<file path="config.mk">
export PLATFORM = sky130hd
export DESIGN_NAME = wav_pcm_stream_decoder
export DESIGN_NICKNAME = d
export VERILOG_FILES = /design/src/hw/rtl/wpd_pkg.sv /design/src/hw/rtl/wpd_fifo.sv /design/src/hw/rtl/wpd_front.sv /design/src/hw/rtl/wpd_back.sv /design/src/hw/rtl/wav_pcm_stream_decoder.sv
export SDC_FILE = /design/constraint.sdc
export NUM_CORES = 2
export LEC_CHECK = 0
export BUFFER_PORTS_ARGS = -buffer_cell sky130_fd_sc_hd__buf_2
export CAP_MARGIN = 20
export CORE_ASPECT_RATIO = 1.25
export CORE_MARGIN = 10
export CORE_UTILIZATION = 30
export CTS_BUF_LIST = sky130_fd_sc_hd__clkbuf_2 sky130_fd_sc_hd__clkbuf_4 sky130_fd_sc_hd__clkbuf_8
export DETAILED_ROUTE_END_ITERATION = 8
export REMOVE_ABC_BUFFERS = 1
export SYNTH_ARGS = -nofsm -noshare
export SYNTH_HDL_FRONTEND = slang
export SYNTH_SLANG_ARGS = --single-unit
export TNS_END_PERCENT = 1
</file>
<file path="constraint.sdc">
create_clock -name i_clk -period 7 [get_ports i_clk]
set_input_delay 1.4 -clock i_clk [delete_from_list [all_inputs] [get_ports i_clk]]
set_output_delay 1.4 -clock i_clk [all_outputs]
set_load 0.02 [all_outputs]
</file>
<file path="src/hw/rtl/wpd_pkg.sv">
package wpd_pkg;

    // Output sample resolution; the low 32 - SAMPLE_WIDTH bits are cleared.
    localparam int SAMPLE_WIDTH = 32;
    localparam logic [31:0] SAMPLE_MASK =
        ~((32'd1 << (32 - SAMPLE_WIDTH)) - 32'd1);

    // Chunk and header tags, first file byte in the low byte.
    localparam logic [31:0] TAG_RIFF = 32'h4646_4952;
    localparam logic [31:0] TAG_WAVE = 32'h4556_4157;
    localparam logic [31:0] TAG_FMT  = 32'h2074_6D66;
    localparam logic [31:0] TAG_DATA = 32'h6174_6164;

    // Result kinds.
    localparam logic KIND_SAMPLE = 1'b0;
    localparam logic KIND_ERROR  = 1'b1;

    // Error codes.
    localparam logic [1:0] ERR_NONE       = 2'd0;
    localparam logic [1:0] ERR_NOT_WAVE   = 2'd1;
    localparam logic [1:0] ERR_INCOMPLETE = 2'd2;
    localparam logic [1:0] ERR_ZERO_FRAME = 2'd3;

    // IEEE single precision format code in the fmt chunk.
    localparam logic [15:0] FMT_FLOAT = 16'd3;

    // Sample depth class of one channel word.
    typedef enum logic [2:0] {
        DEPTH_8,
        DEPTH_16,
        DEPTH_24,
        DEPTH_32,
        DEPTH_OTHER
    } t_depth;

    // One queue word from the parser to the sample back end.
    typedef struct packed {
        logic        is_err;
        logic [1:0]  err_code;
        logic [31:0] raw;
        t_depth      depth;
        logic        is_float;
        logic        first;
        logic        frame_end;
        logic [15:0] chan_count;
    } t_entry;

    localparam int QUEUE_DEPTH = 4;
    localparam int QUEUE_AW    = $clog2(QUEUE_DEPTH);

endpackage

</file>
<file path="src/hw/rtl/wpd_fifo.sv">
module wpd_fifo (
    input  logic            i_clk,
    input  logic            i_rst_n,
    input  logic            i_push,
    input  wpd_pkg::t_entry i_entry,
    output logic            o_full,
    input  logic            i_pop,
    output wpd_pkg::t_entry o_entry,
    output logic            o_empty
);
    import wpd_pkg::*;

    t_entry              r_mem [QUEUE_DEPTH];
    logic [QUEUE_AW-1:0] r_wr;
    logic [QUEUE_AW-1:0] r_rd;
    logic [QUEUE_AW:0]   r_count;

    assign o_full  = (r_count == (QUEUE_AW+1)'(QUEUE_DEPTH));
    assign o_empty = (r_count == '0);
    assign o_entry = r_mem[r_rd];

    // Pointers and fill count.
    always_ff @(posedge i_clk) begin
        if (!i_rst_n) begin
            r_wr    <= '0;
            r_rd    <= '0;
            r_count <= '0;
        end else begin
            if (i_push) begin
                r_wr <= r_wr + QUEUE_AW'(1);
            end
            if (i_pop) begin
                r_rd <= r_rd + QUEUE_AW'(1);
            end
            if (i_push && !i_pop) begin
                r_count <= r_count + (QUEUE_AW+1)'(1);
            end else if (!i_push && i_pop) begin
                r_count <= r_count - (QUEUE_AW+1)'(1);
            end
        end
    end

    // Storage.
    always_ff @(posedge i_clk) begin
        if (i_push) begin
            r_mem[r_wr] <= i_entry;
        end
    end

endmodule

</file>
<file path="src/hw/rtl/wpd_front.sv">
module wpd_front (
    input  logic            i_clk,
    input  logic            i_rst_n,
    input  logic            i_go,
    input  logic [7:0]      i_file_byte,
    input  logic            i_last_byte,
    output logic            o_push,
    output wpd_pkg::t_entry o_entry
);
    import wpd_pkg::*;

    typedef enum logic [2:0] {
        PH_RIFF,
        PH_RSIZE,
        PH_WAVE,
        PH_HDR,
        PH_BODY,
        PH_DATA,
        PH_DRAIN
    } t_phase;

    t_phase      r_phase, n_phase;
    logic [4:0]  r_pos, n_pos;
    logic [31:0] r_tag, n_tag;
    logic [32:0] r_rem, n_rem;
    logic        r_fmt, n_fmt;
    logic [15:0] r_afmt, n_afmt;
    logic [15:0] r_chans, n_chans;
    logic        r_rate, n_rate;
    logic [15:0] r_depth, n_depth;
    logic [12:0] r_sbytes, n_sbytes;
    logic [12:0] r_bis, n_bis;
    logic [15:0] r_chidx, n_chidx;

    logic [32:0] w_size;
    logic [32:0] w_padded;
    logic [12:0] w_bis_inc;
    logic        w_fend;
    t_depth      w_dclass;

    // Depth class for channel words.
    always_comb begin
        unique case (r_depth)
            16'd8:   w_dclass = DEPTH_8;
            16'd16:  w_dclass = DEPTH_16;
            16'd24:  w_dclass = DEPTH_24;
            16'd32:  w_dclass = DEPTH_32;
            default: w_dclass = DEPTH_OTHER;
        endcase
    end

    // Byte parser.
    always_comb begin
        n_phase  = r_phase;
        n_pos    = r_pos;
        n_tag    = r_tag;
        n_rem    = r_rem;
        n_fmt    = r_fmt;
        n_afmt   = r_afmt;
        n_chans  = r_chans;
        n_rate   = r_rate;
        n_depth  = r_depth;
        n_sbytes = r_sbytes;
        n_bis    = r_bis;
        n_chidx  = r_chidx;
        o_push   = 1'b0;
        o_entry            = '0;
        o_entry.depth      = w_dclass;
        o_entry.is_float   = (r_afmt == FMT_FLOAT);
        o_entry.chan_count = r_chans;
        w_size    = '0;
        w_padded  = '0;
        w_bis_inc = r_bis + 13'd1;
        w_fend    = ({1'b0, r_chidx} + 17'd1) >= {1'b0, r_chans};

        unique case (r_phase)
            PH_RIFF, PH_WAVE: begin
                n_tag = {i_file_byte, r_tag[31:8]};
                n_pos = r_pos + 5'd1;
                if (n_pos == 5'd4) begin
                    if (n_tag != ((r_phase == PH_RIFF) ? TAG_RIFF : TAG_WAVE)) begin
                        o_push = 1'b1;
                        o_entry.is_err   = 1'b1;
                        o_entry.err_code = ERR_NOT_WAVE;
                        n_phase = PH_DRAIN;
                    end else begin
                        n_phase = (r_phase == PH_RIFF) ? PH_RSIZE : PH_HDR;
                    end
                    n_pos = '0;
                    n_tag = '0;
                end
            end
            PH_RSIZE: begin
                n_pos = r_pos + 5'd1;
                if (n_pos == 5'd4) begin
                    n_pos   = '0;
                    n_phase = PH_WAVE;
                end
            end
            PH_HDR: begin
                if (r_pos < 5'd4) begin
                    n_tag = {i_file_byte, r_tag[31:8]};
                end else begin
                    n_rem = r_rem | ({25'b0, i_file_byte} << {r_pos[1:0], 3'b000});
                end
                n_pos = r_pos + 5'd1;
                if (n_pos == 5'd8) begin
                    w_size   = n_rem;
                    w_padded = w_size + {32'b0, w_size[0]};
                    n_pos    = '0;
                    n_fmt    = 1'b0;
                    if (n_tag == TAG_DATA) begin
                        if (!r_rate || r_chans == '0 || r_depth == '0) begin
                            o_push = 1'b1;
                            o_entry.is_err   = 1'b1;
                            o_entry.err_code = ERR_INCOMPLETE;
                            n_phase = PH_DRAIN;
                        end else if (r_depth[15:3] == '0) begin
                            o_push = 1'b1;
                            o_entry.is_err   = 1'b1;
                            o_entry.err_code = ERR_ZERO_FRAME;
                            n_phase = PH_DRAIN;
                        end else begin
                            n_sbytes = r_depth[15:3];
                            n_bis    = '0;
                            n_chidx  = '0;
                            n_rem    = w_size;
                            n_phase  = (w_size == '0) ? PH_DRAIN : PH_DATA;
                        end
                    end else begin
                        if (n_tag == TAG_FMT) begin
                            if (w_size >= 33'd16) begin
                                n_fmt = 1'b1;
                            end else begin
                                n_afmt  = '0;
                                n_chans = '0;
                                n_rate  = 1'b0;
                                n_depth = '0;
                            end
                        end
                        n_rem   = w_padded;
                        n_phase = (w_padded == '0) ? PH_HDR : PH_BODY;
                        if (w_padded == '0) begin
                            n_fmt = 1'b0;
                        end
                    end
                    n_tag = '0;
                    if (n_phase != PH_BODY && n_phase != PH_DATA) begin
                        n_rem = '0;
                    end
                end
            end
            PH_BODY: begin
                if (r_fmt) begin
                    unique case (r_pos)
                        5'd0:  n_afmt  = {r_afmt[15:8], i_file_byte};
                        5'd1:  n_afmt  = {i_file_byte, r_afmt[7:0]};
                        5'd2:  n_chans = {r_chans[15:8], i_file_byte};
                        5'd3:  n_chans = {i_file_byte, r_chans[7:0]};
                        5'd4:  n_rate  = (i_file_byte != 8'd0);
                        5'd5, 5'd6, 5'd7: n_rate = r_rate || (i_file_byte != 8'd0);
                        5'd14: n_depth = {r_depth[15:8], i_file_byte};
                        5'd15: n_depth = {i_file_byte, r_depth[7:0]};
                        default: ;
                    endcase
                end
                if (r_pos < 5'd16) begin
                    n_pos = r_pos + 5'd1;
                end
                n_rem = r_rem - 33'd1;
                if (n_rem == '0) begin
                    n_phase = PH_HDR;
                    n_pos   = '0;
                    n_fmt   = 1'b0;
                end
            end
            PH_DATA: begin
                if (r_bis[12:2] == '0) begin
                    n_tag = r_tag | ({24'b0, i_file_byte} << {r_bis[1:0], 3'b000});
                end
                n_bis = w_bis_inc;
                n_rem = r_rem - 33'd1;
                if (w_bis_inc >= r_sbytes) begin
                    o_push = 1'b1;
                    o_entry.raw       = n_tag;
                    o_entry.first     = (r_chidx == '0);
                    o_entry.frame_end = w_fend;
                    n_tag   = '0;
                    n_bis   = '0;
                    n_chidx = w_fend ? 16'd0 : r_chidx + 16'd1;
                end
                if (n_rem == '0) begin
                    n_phase = PH_DRAIN;
                end
            end
            default: ;
        endcase

        // End of file: report a truncated header, then rearm.
        if (i_last_byte) begin
            if (!o_push) begin
                if (n_phase == PH_RIFF || n_phase == PH_RSIZE || n_phase == PH_WAVE) begin
                    o_push = 1'b1;
                    o_entry.is_err   = 1'b1;
                    o_entry.err_code = ERR_NOT_WAVE;
                end else if (n_phase == PH_HDR || n_phase == PH_BODY) begin
                    o_push = 1'b1;
                    o_entry.is_err   = 1'b1;
                    o_entry.err_code = ERR_INCOMPLETE;
                end
            end
            n_phase  = PH_RIFF;
            n_pos    = '0;
            n_tag    = '0;
            n_rem    = '0;
            n_fmt    = 1'b0;
            n_afmt   = '0;
            n_chans  = '0;
            n_rate   = 1'b0;
            n_depth  = '0;
            n_sbytes = '0;
            n_bis    = '0;
            n_chidx  = '0;
        end

        if (!i_go) begin
            o_push = 1'b0;
        end
    end

    // Parser state.
    always_ff @(posedge i_clk) begin
        if (!i_rst_n) begin
            r_phase  <= PH_RIFF;
            r_pos    <= '0;
            r_tag    <= '0;
            r_rem    <= '0;
            r_fmt    <= 1'b0;
            r_afmt   <= '0;
            r_chans  <= '0;
            r_rate   <= 1'b0;
            r_depth  <= '0;
            r_sbytes <= '0;
            r_bis    <= '0;
            r_chidx  <= '0;
        end else if (i_go) begin
            r_phase  <= n_phase;
            r_pos    <= n_pos;
            r_tag    <= n_tag;
            r_rem    <= n_rem;
            r_fmt    <= n_fmt;
            r_afmt   <= n_afmt;
            r_chans  <= n_chans;
            r_rate   <= n_rate;
            r_depth  <= n_depth;
            r_sbytes <= n_sbytes;
            r_bis    <= n_bis;
            r_chidx  <= n_chidx;
        end
    end

endmodule

</file>
<file path="src/hw/rtl/wpd_back.sv">
module wpd_back (
    input  logic            i_clk,
    input  logic            i_rst_n,
    input  wpd_pkg::t_entry i_entry,
    input  logic            i_empty,
    output logic            o_pop,
    output logic            o_valid,
    input  logic            i_stall,
    output logic            o_result_kind,
    output logic [31:0]     o_sample,
    output logic [1:0]      o_error_code
);
    import wpd_pkg::*;

    typedef enum logic [2:0] {
        S_IDLE,
        S_ACC,
        S_PREP,
        S_DIV,
        S_DONE
    } t_state;

    localparam logic [5:0] DIV_STEPS = 6'd48;

    t_state             r_state;
    logic signed [32:0] r_val;
    logic               r_first;
    logic               r_end;
    logic [15:0]        r_div;
    logic signed [47:0] r_acc;
    logic               r_neg;
    logic [47:0]        r_dvd;
    logic [16:0]        r_rem;
    logic [5:0]         r_step;
    logic               r_out_valid;
    logic               r_kind;
    logic [31:0]        r_sample;
    logic [1:0]         r_err;

    logic               w_out_free;
    logic               w_load_err;
    logic               w_load_smp;
    logic signed [32:0] w_conv;
    logic signed [47:0] w_sum;
    logic [16:0]        w_rem_sh;
    logic               w_qbit;
    logic [47:0]        w_quot;

    // IEEE single to Q0.31, truncating toward zero, saturating at full scale.
    function automatic logic signed [32:0] f_float_q31(input logic [31:0] f);
        logic [7:0]  ex;
        logic [31:0] mag;
        logic signed [32:0] res;
        ex  = f[30:23];
        mag = '0;
        if (ex == 8'hFF && f[22:0] != '0) begin
            res = '0;
        end else if (ex >= 8'd127) begin
            res = f[31] ? 33'sh1_8000_0000 : 33'sh0_7FFF_FFFF;
        end else if (ex == 8'd0) begin
            res = '0;
        end else begin
            if (ex >= 8'd119) begin
                mag = {8'b0, 1'b1, f[22:0]} << (ex - 8'd119);
            end else if ((8'd119 - ex) >= 8'd32) begin
                mag = '0;
            end else begin
                mag = {8'b0, 1'b1, f[22:0]} >> (8'd119 - ex);
            end
            res = f[31] ? -$signed({1'b0, mag}) : $signed({1'b0, mag});
        end
        return res;
    endfunction

    // Per-channel conversion to a signed Q0.31 value.
    always_comb begin
        unique case (i_entry.depth)
            DEPTH_8:  w_conv = {~i_entry.raw[7], ~i_entry.raw[7], i_entry.raw[6:0], 24'b0};
            DEPTH_16: w_conv = {i_entry.raw[15], i_entry.raw[15:0], 16'b0};
            DEPTH_24: w_conv = {i_entry.raw[23], i_entry.raw[23:0], 8'b0};
            DEPTH_32: w_conv = i_entry.is_float ? f_float_q31(i_entry.raw)
                                                : {i_entry.raw[31], i_entry.raw};
            default:  w_conv = '0;
        endcase
    end

    assign w_out_free = !r_out_valid || !i_stall;
    assign o_pop = (r_state == S_IDLE) && !i_empty && (!i_entry.is_err || w_out_free);
    assign w_sum = (r_first ? 48'sd0 : r_acc) + 48'(r_val);

    // A result enters the output register from an error word or a finished frame.
    assign w_load_err = o_pop && i_entry.is_err;
    assign w_load_smp = (r_state == S_DONE) && w_out_free;

    // One restoring division step per cycle.
    assign w_rem_sh = {r_rem[15:0], r_dvd[47]};
    assign w_qbit   = (w_rem_sh >= {1'b0, r_div});
    assign w_quot   = r_neg ? -r_dvd : r_dvd;

    assign o_valid       = r_out_valid;
    assign o_result_kind = r_kind;
    assign o_sample      = r_sample;
    assign o_error_code  = r_err;

    // Sequencer and output register.
    always_ff @(posedge i_clk) begin
        if (!i_rst_n) begin
            r_state     <= S_IDLE;
            r_out_valid <= 1'b0;
        end else begin
            if (w_load_err || w_load_smp) begin
                r_out_valid <= 1'b1;
            end else if (!i_stall) begin
                r_out_valid <= 1'b0;
            end
            unique case (r_state)
                S_IDLE: begin
                    if (o_pop) begin
                        if (i_entry.is_err) begin
                            r_kind      <= KIND_ERROR;
                            r_sample    <= '0;
                            r_err       <= i_entry.err_code;
                        end else begin
                            r_val   <= w_conv;
                            r_first <= i_entry.first;
                            r_end   <= i_entry.frame_end;
                            r_div   <= i_entry.chan_count;
                            r_state <= S_ACC;
                        end
                    end
                end
                S_ACC: begin
                    r_acc   <= w_sum;
                    r_state <= r_end ? S_PREP : S_IDLE;
                end
                S_PREP: begin
                    r_neg   <= r_acc[47];
                    r_dvd   <= r_acc[47] ? 48'(-r_acc) : 48'(r_acc);
                    r_rem   <= '0;
                    r_step  <= '0;
                    r_state <= S_DIV;
                end
                S_DIV: begin
                    r_rem  <= w_qbit ? (w_rem_sh - {1'b0, r_div}) : w_rem_sh;
                    r_dvd  <= {r_dvd[46:0], w_qbit};
                    r_step <= r_step + 6'd1;
                    if (r_step == DIV_STEPS - 6'd1) begin
                        r_state <= S_DONE;
                    end
                end
                S_DONE: begin
                    if (w_out_free) begin
                        r_kind      <= KIND_SAMPLE;
                        r_sample    <= w_quot[31:0] & SAMPLE_MASK;
                        r_err       <= ERR_NONE;
                        r_state     <= S_IDLE;
                    end
                end
                default: r_state <= S_IDLE;
            endcase
        end
    end

`ifndef SYNTHESIS
    a_sample_no_err: assert property (@(posedge i_clk) disable iff (!i_rst_n)
        r_out_valid && r_kind == KIND_SAMPLE |-> r_err == ERR_NONE)
        else $error("sample result carries an error code");
    a_err_zero: assert property (@(posedge i_clk) disable iff (!i_rst_n)
        r_out_valid && r_kind == KIND_ERROR |-> r_sample == '0 && r_err != ERR_NONE)
        else $error("error result malformed");
    a_div_bound: assert property (@(posedge i_clk) disable iff (!i_rst_n)
        r_state == S_DIV |-> r_step < DIV_STEPS && r_div != '0)
        else $error("divider out of range");
`endif

endmodule

</file>
<file path="src/hw/rtl/wav_pcm_stream_decoder.sv">
// WAV decoder with mono Q0.31 output.
// Input channel: one file word per accepted cycle (i_valid high, o_stall low),
// with i_last_byte marking the final word of a file; the parser then rearms.
// Output channel: one result word per accept (o_valid high, i_stall low);
// o_result_kind tells a mono sample from an error report.
// The parser takes one word per cycle and pushes channel words and error
// reports into a four-entry queue; o_stall rises only when that queue is full.
// The back end pops a channel word, converts it and adds it to the frame sum;
// after the last channel of a frame it takes the sum's sign and magnitude,
// divides bit-serially by the channel count and loads the output register,
// and only then pops the next word. An error report is loaded straight from
// the queue into the output register.
// While the receiver stalls, the output register holds its result and the
// back end waits to load the next one; the queue then fills and stalls input.
// Reset (synchronous, active low) empties the queue and output and returns
// the parser to expect a new file header.
module wav_pcm_stream_decoder (
    input  logic        i_clk,
    input  logic        i_rst_n,
    input  logic        i_valid,
    output logic        o_stall,
    input  logic [7:0]  i_file_byte,
    input  logic        i_last_byte,
    output logic        o_valid,
    input  logic        i_stall,
    output logic        o_result_kind,
    output logic [31:0] o_sample,
    output logic [1:0]  o_error_code
);
    import wpd_pkg::*;

    logic   w_full;
    logic   w_go;
    logic   w_push;
    t_entry w_push_entry;
    logic   w_pop;
    t_entry w_head;
    logic   w_empty;

    assign o_stall = w_full;
    assign w_go    = i_valid && !w_full;

    // Parser front end.
    wpd_front u_front (
        .i_clk       (i_clk),
        .i_rst_n     (i_rst_n),
        .i_go        (w_go),
        .i_file_byte (i_file_byte),
        .i_last_byte (i_last_byte),
        .o_push      (w_push),
        .o_entry     (w_push_entry)
    );

    // Decoupling queue.
    wpd_fifo u_fifo (
        .i_clk   (i_clk),
        .i_rst_n (i_rst_n),
        .i_push  (w_push),
        .i_entry (w_push_entry),
        .o_full  (w_full),
        .i_pop   (w_pop),
        .o_entry (w_head),
        .o_empty (w_empty)
    );

    // Sample conversion, downmix and output register.
    wpd_back u_back (
        .i_clk         (i_clk),
        .i_rst_n       (i_rst_n),
        .i_entry       (w_head),
        .i_empty       (w_empty),
        .o_pop         (w_pop),
        .o_valid       (o_valid),
        .i_stall       (i_stall),
        .o_result_kind (o_result_kind),
        .o_sample      (o_sample),
        .o_error_code  (o_error_code)
    );

endmodule

</file>
; ---- Word-level counts from Yosys, hierarchy flattened
; Memories as Yosys holds them, arrays and structs flattened. A register that Yosys moved wholly into a read port is not among the register bits.
; Cells that the tools add are included.
[totals]
regBits = 381
latch_bits = 0
mem_bits_rw = 228
romBits = 0
in_bits = 13
out_inout_bits = 37
word_cells = 384
memories = 1
[classes]
add_sub_neg = 18
multipliers = 0
n_div = 0
order_cmp = 9
n_eq_ne = 72
shift = 4
mux = 166
bitwise_logic = 4
reduce_logical = 78
[mem_list]
columns = name, depth, word_bits, read_ports, rd_clocked_by_memory_dff, wr, line
row1 = u_fifo.r_mem, 4, 57, 1, 1, 1, wpd_fifo.sv:13  ; t_entry r_mem [QUEUE_DEPTH];
[op_table]
columns = operator, count
row1 = 32-bit 2-to-1 mux, 19
row2 = 33-bit 2-to-1 mux, 12
row3 = 16-bit 2-to-1 mux, 18
row4 = 16-bit case mux with 2 select lines, 8
row5 = 13-bit 2-to-1 mux, 12
row6 = 33-bit case mux with 4 select lines, 1
row7 = 33-bit zero test, 3
row8 = 48-bit 2-to-1 mux, 2
row9 = 32-bit case mux with 3 select lines, 1
row10 = 48-bit case mux with 2 select lines, 1
row11 = 3-bit 2-to-1 mux, 29
row12 = 33-bit case mux with 2 select lines, 1
row13 = 32-bit case mux with 2 select lines, 1
row14 = 3-bit inequality test (second input constant), 18
row15 = 9-bit AND reduction, 6
row16 = 48-bit by 33-bit adder with 48-bit output, 1
row17 = 16-bit zero test, 3
row18 = 48-bit negation, 1
row19 = 17-bit by 16-bit greater-or-equal comparator with 1-bit output, 2
row20 = 33-bit by 1-bit adder with 33-bit output, 1
row21 = 33-bit by 5-bit greater-or-equal comparator with 1-bit output (second input constant), 1
row22 = 32-bit negation with 33-bit output, 1
row23 = 33-bit bitwise OR, 1
row24 = 8-bit by 5-bit << shifter with 33-bit output, 1
row25 = 79 further kinds, 207

; ---- Depth between registers and ports, before layout
[depth]
depth_word = 24
ltp_mapped = 26
ltp_nobuf = 19

; ---- Modules after synthesis
; A second synthesis with hierarchy kept.
[unflattened]
cells_unflattened = 4150
hier_area_um2 = 39417.8
[by_module_without_submodules]
columns = mod, instances, cells_per_inst, area_each_um2, seq_area_each_um2
row1 = wpd_back, 1, 1942, 17728.3, 6236.0
row2 = wpd_front, 1, 1867, 13012.5, 3303.2
row3 = wpd_fifo, 1, 340, 8663.3, 7026.7
row4 = wav_pcm_stream_decoder, 1, 1, 13.8, 0.0

; ---- Worst setup path after synthesis
; OpenSTA, ideal clock, no wires.
[synth_path]
path_kind = reg2reg
from = register (tool-made name)
to = register u_back.r_val[32], data pin
setup_ns = 0.266
arrival_ns = 5.549
required_time_ns = 6.734
path_slack_ns = 1.185
path_stages_with_launch = 25
path_buffers = 8
period_less_slack_ns = 5.815
path_cell_list = dfxtp_1 > buf_4 > mux2i_1 > mux2_2 > inv_2 > buf_6 > buf_6 > buf_4 > buf_4 > buf_2 > buf_2 > ha_1 > inv_1 > xnor2_2 > mux4_2 > o21ai_1 > nor3_1 > a2111o_1 > or4_4 > buf_6 > nor4b_4 > nand2_1 > or4_1 > a41oi_1 > o21ai_1
[synth_rtl]
columns = element, line
row1 = end signal: assignment, wpd_back.sv:124  ; r_val <= w_conv;
row2 = end: declaration, wpd_back.sv:26  ; logic signed [32:0] r_val;

==> results_dict.tcl <==
set metrics [dict create \
    synthesis.area_um2 40220 \
    vdd_ir_drop_max_mv 0.1383 \
    worstHoldStart "u_front.r_afmt[2]" \
    mostFrequentLayoutCell "edfxtp_1" \
    r2r-start "u_front.r_pos[1]" \
    tritoncts "built" \
    synth_xor_area_share_pct 4.508 \
    synth_fa_ha_area_share_pct 3.820 \
    ant_nets 0 \
    die_h_um 429.4 \
    cts_buffers 109 \
    finalWorstSetupSlack_ps 1048 \
    synth_seq_cells 611 \
    tightest_slew_ps 1136 \
    antenna_found_initial 5 \
    internal_power_uw 8256 \
    grt_max_degree 71 \
    final.period_utilization_pct 85.02 \
    viasPerCell 5.620 \
    slew_viol_final 0 \
    crit_start "u_front.r_pos[1]" \
    cts_buffer_depth 3 \
    clock-skew-final_ps 39.53 \
    dp_cells 5880 \
    drive_gt1_share_pct 12.07 \
    rows 150 \
    post_cts_resized 0 \
    stdcell_count 6091 \
    syn-mean-instance-area_um2 9.369 \
    muxShareOfSynthArea_pct 7.457 \
    finalHoldViolCount 0 \
    cp_data_arrival_time_ps 6500 \
    place_ws_ps 862.2 \
    yosys_warnings 0 \
    synth_flop_cell "edfxtp_1" \
    grt_pass1_wl_um 194900 \
    p_sw_share_pct 38.32 \
    seq_area_frac_synth_pct 41.19 \
    numPortBuffers 49 \
    path_class "flop to flop" \
    crit_slowest_cell "nor2b_1" \
    post_synth_inst_count 4293 \
    syn2layout_area_growth_pct 11.09 \
    h-tree-depth 3 \
    total_power_uw 13390 \
    cp_max_fo 15 \
    drtPass1Iterations 9 \
    switching_power_uw 5130 \
    clock_power_share_pct 27.3 \
    pwr-share-seq_pct 32.9 \
    clkSinkCount 611 \
    layout_common_cells "433 x edfxtp_1, 406 x nand2_1, 283 x nor2_1, 251 x o21ai_0, 226 x a21oi_1" \
    async_flop_share_pct 0 \
    max_freq_ghz 0.1680 \
    io_pins 50 \
    core-area_um2 133400 \
    grt-ovfl-total 0 \
    crit_chain "nor2b_1 > a31oi_1 > or4_1 > or4_1 > nor4_1 > mux2i_1 > nor4_1 > nand4_1 > a2111oi_1 > o21ai_0 > o21ai_0" \
    status "finished clean" \
    drt_iter0_drc 2734 \
    die_w_um 347.5 \
    combinationalPowerShare_pct 39.8 \
    post-route-drc-count 0 \
    slowest_delay_ps 840 \
    finalSetupViolCount 0 \
    place.gp.congestion 0.9664 \
    synth-simple-area-share_pct 19.60 \
    num_vias 34230 \
    powerDensity_nw_per_um2 299.6 \
    post_cts_buffers 0 \
    drt-total-wl_um 125100 \
    initial_core_util_pct 30.14 \
    synth_cell_types 102 \
    end_kind "flop" \
    rsz0062_at_grt "false" \
    clkLatencyLatePin_ps 780 \
    synth_top_family_by_area "simple AND/OR/NAND/NOR gates" \
    grt_pass1_vias 34140 \
    layout.nets 4381 \
    cts_root_buf "clkbuf_8" \
    min_path_type "flop to flop" \
    leakagePower_uw 0.01509 \
    cp-start-kind "flop" \
    grt_use_total_pct 16.06 \
    holdBufCountCts 0 \
    synth_compound_area_share_pct 19.05 \
    hpwl_um 88970 \
    dieArea_um2 149200 \
    reg2reg_slack_ps 1050 \
    clk_pin_slew_ps 70 \
    synth-edff-count 433 \
    crit_required_ps 7550 \
    max_slew_margin_pct 23.58 \
    period_needed_ps 5952 \
    wire_per_inst_um 20.54 \
    maxCapViolCount 0 \
]
-- path summary, 6_finish.rpt --
path / endpoint / cells after the start
worst min register to register: u_front.r_afmt[2] / 2
worst max register to register: u_fifo.r_mem[3][55] / 11
worst min-delay path: u_front.r_afmt[2] / 2
worst max-delay path: u_fifo.r_mem[3][55] / 11
-- worst max-delay path, delay by kind of cell (launching register included) --
| kind | cells | cell delay (ps) |
|---|---|---|
| compound gates | 4 | 1760 |
| flops | 1 | 640 |
| mux | 1 | 170 |
| simple gates | 6 | 3150 |
-- power by group through the flow --
stage | Clock, uW | Combinational [uW] | Sequential (uW)
2_1_floorplan | 0 | 3600 | 4540
3_3_place_gp | 0 | 5180 | 4470
3_5_place_dp | 0 | 5190 | 4480
4_1_cts | 3760 | 5210 | 4410
5_1_grt | 3930 | 5710 | 4430
6_report | 3660 | 5330 | 4400
-- kinds of logic after synthesis --
logic type | after synthesis
multiplexers | 209
adder cells (fa/ha/maj) | 121
flip-flops | 611
XOR/XNOR | 204
buffers and inverters | 430
AND/OR/NAND/NOR | 1555
AO/OA/AOI/OAI | 1163
-- cell usage after synthesis (all sizes together) (106+ instances only) --
master | count | share of area, %
inv | 123 | 1.1
a21boi | 121 | 2.3
ha | 118 | 3.7
nand2 | 408 | 3.8
nand3 | 185 | 2.3
nor2 | 284 | 2.7
dfxtp | 178 | 8.9
edfxtp | 433 | 32
a21oi | 227 | 2.8
nor3 | 142 | 1.8
clkbuf | 248 | 2.3
xor2 | 106 | 2.3
o21ai | 272 | 3.4
-- flip-flops by register name (all words and copies together), names as in the netlist, 5 cells and up, named ones only --
signal	count
u_front.r_bis	13
u_front.r_chidx	16
u_back.r_acc	48
u_front.r_depth	16
u_front.r_tag	32
u_front.r_chans	16
u_front.r_sbytes	13
u_back.o_sample	32
u_back.r_div	16
u_back.r_dvd	48
u_back.r_val	33
u_back.r_step	6
u_front.r_afmt	16
u_front.r_pos	5
u_front.r_rem	33
u_back.r_rem	16
u_fifo.r_mem	228
-- metal layers --
| layer | vias to the layer above | global-route usage [%] | part of all wire (%) |
|---|---|---|---|
| li1 | 16090 | - | - |
| met1 | 16400 | 18.60 | 40 |
| met2 | 1349 | 28.10 | 49 |
| met3 | 383 | 2.594 | 6.2 |
| met4 | 4 | 8.712 | 5.3 |
| met5 | - | 0 | 0.019 |
-- final cells by class --
type | instances | area, um2
clock buffer | 148 | 1862
clock inverter | 57 | 556.8
sequential | 611 | 16570
multi-input combinational | 3252 | 21970
antenna | 2 | 5.005
inverter | 124 | 465.4
tap | 1748 | 2187
timing repair buffer | 149 | 1065
fill | 13600 | 88760
-- metrics by stage --
stage	utilization, %	area (um2)	hold WS [ps]	TNS (ps)
5_1_grt	33.48	44680	487.0	0
2_1_floorplan	-	38920	436.1	-23070
4_1_cts	33.45	44630	467.9	0
6_report	33.48	44680	464.5	0
3_3_place_gp	31.62	42200	451.0	0
3_5_place_dp	31.64	42210	458.5	0
Power figures use the tool's default switching activity.
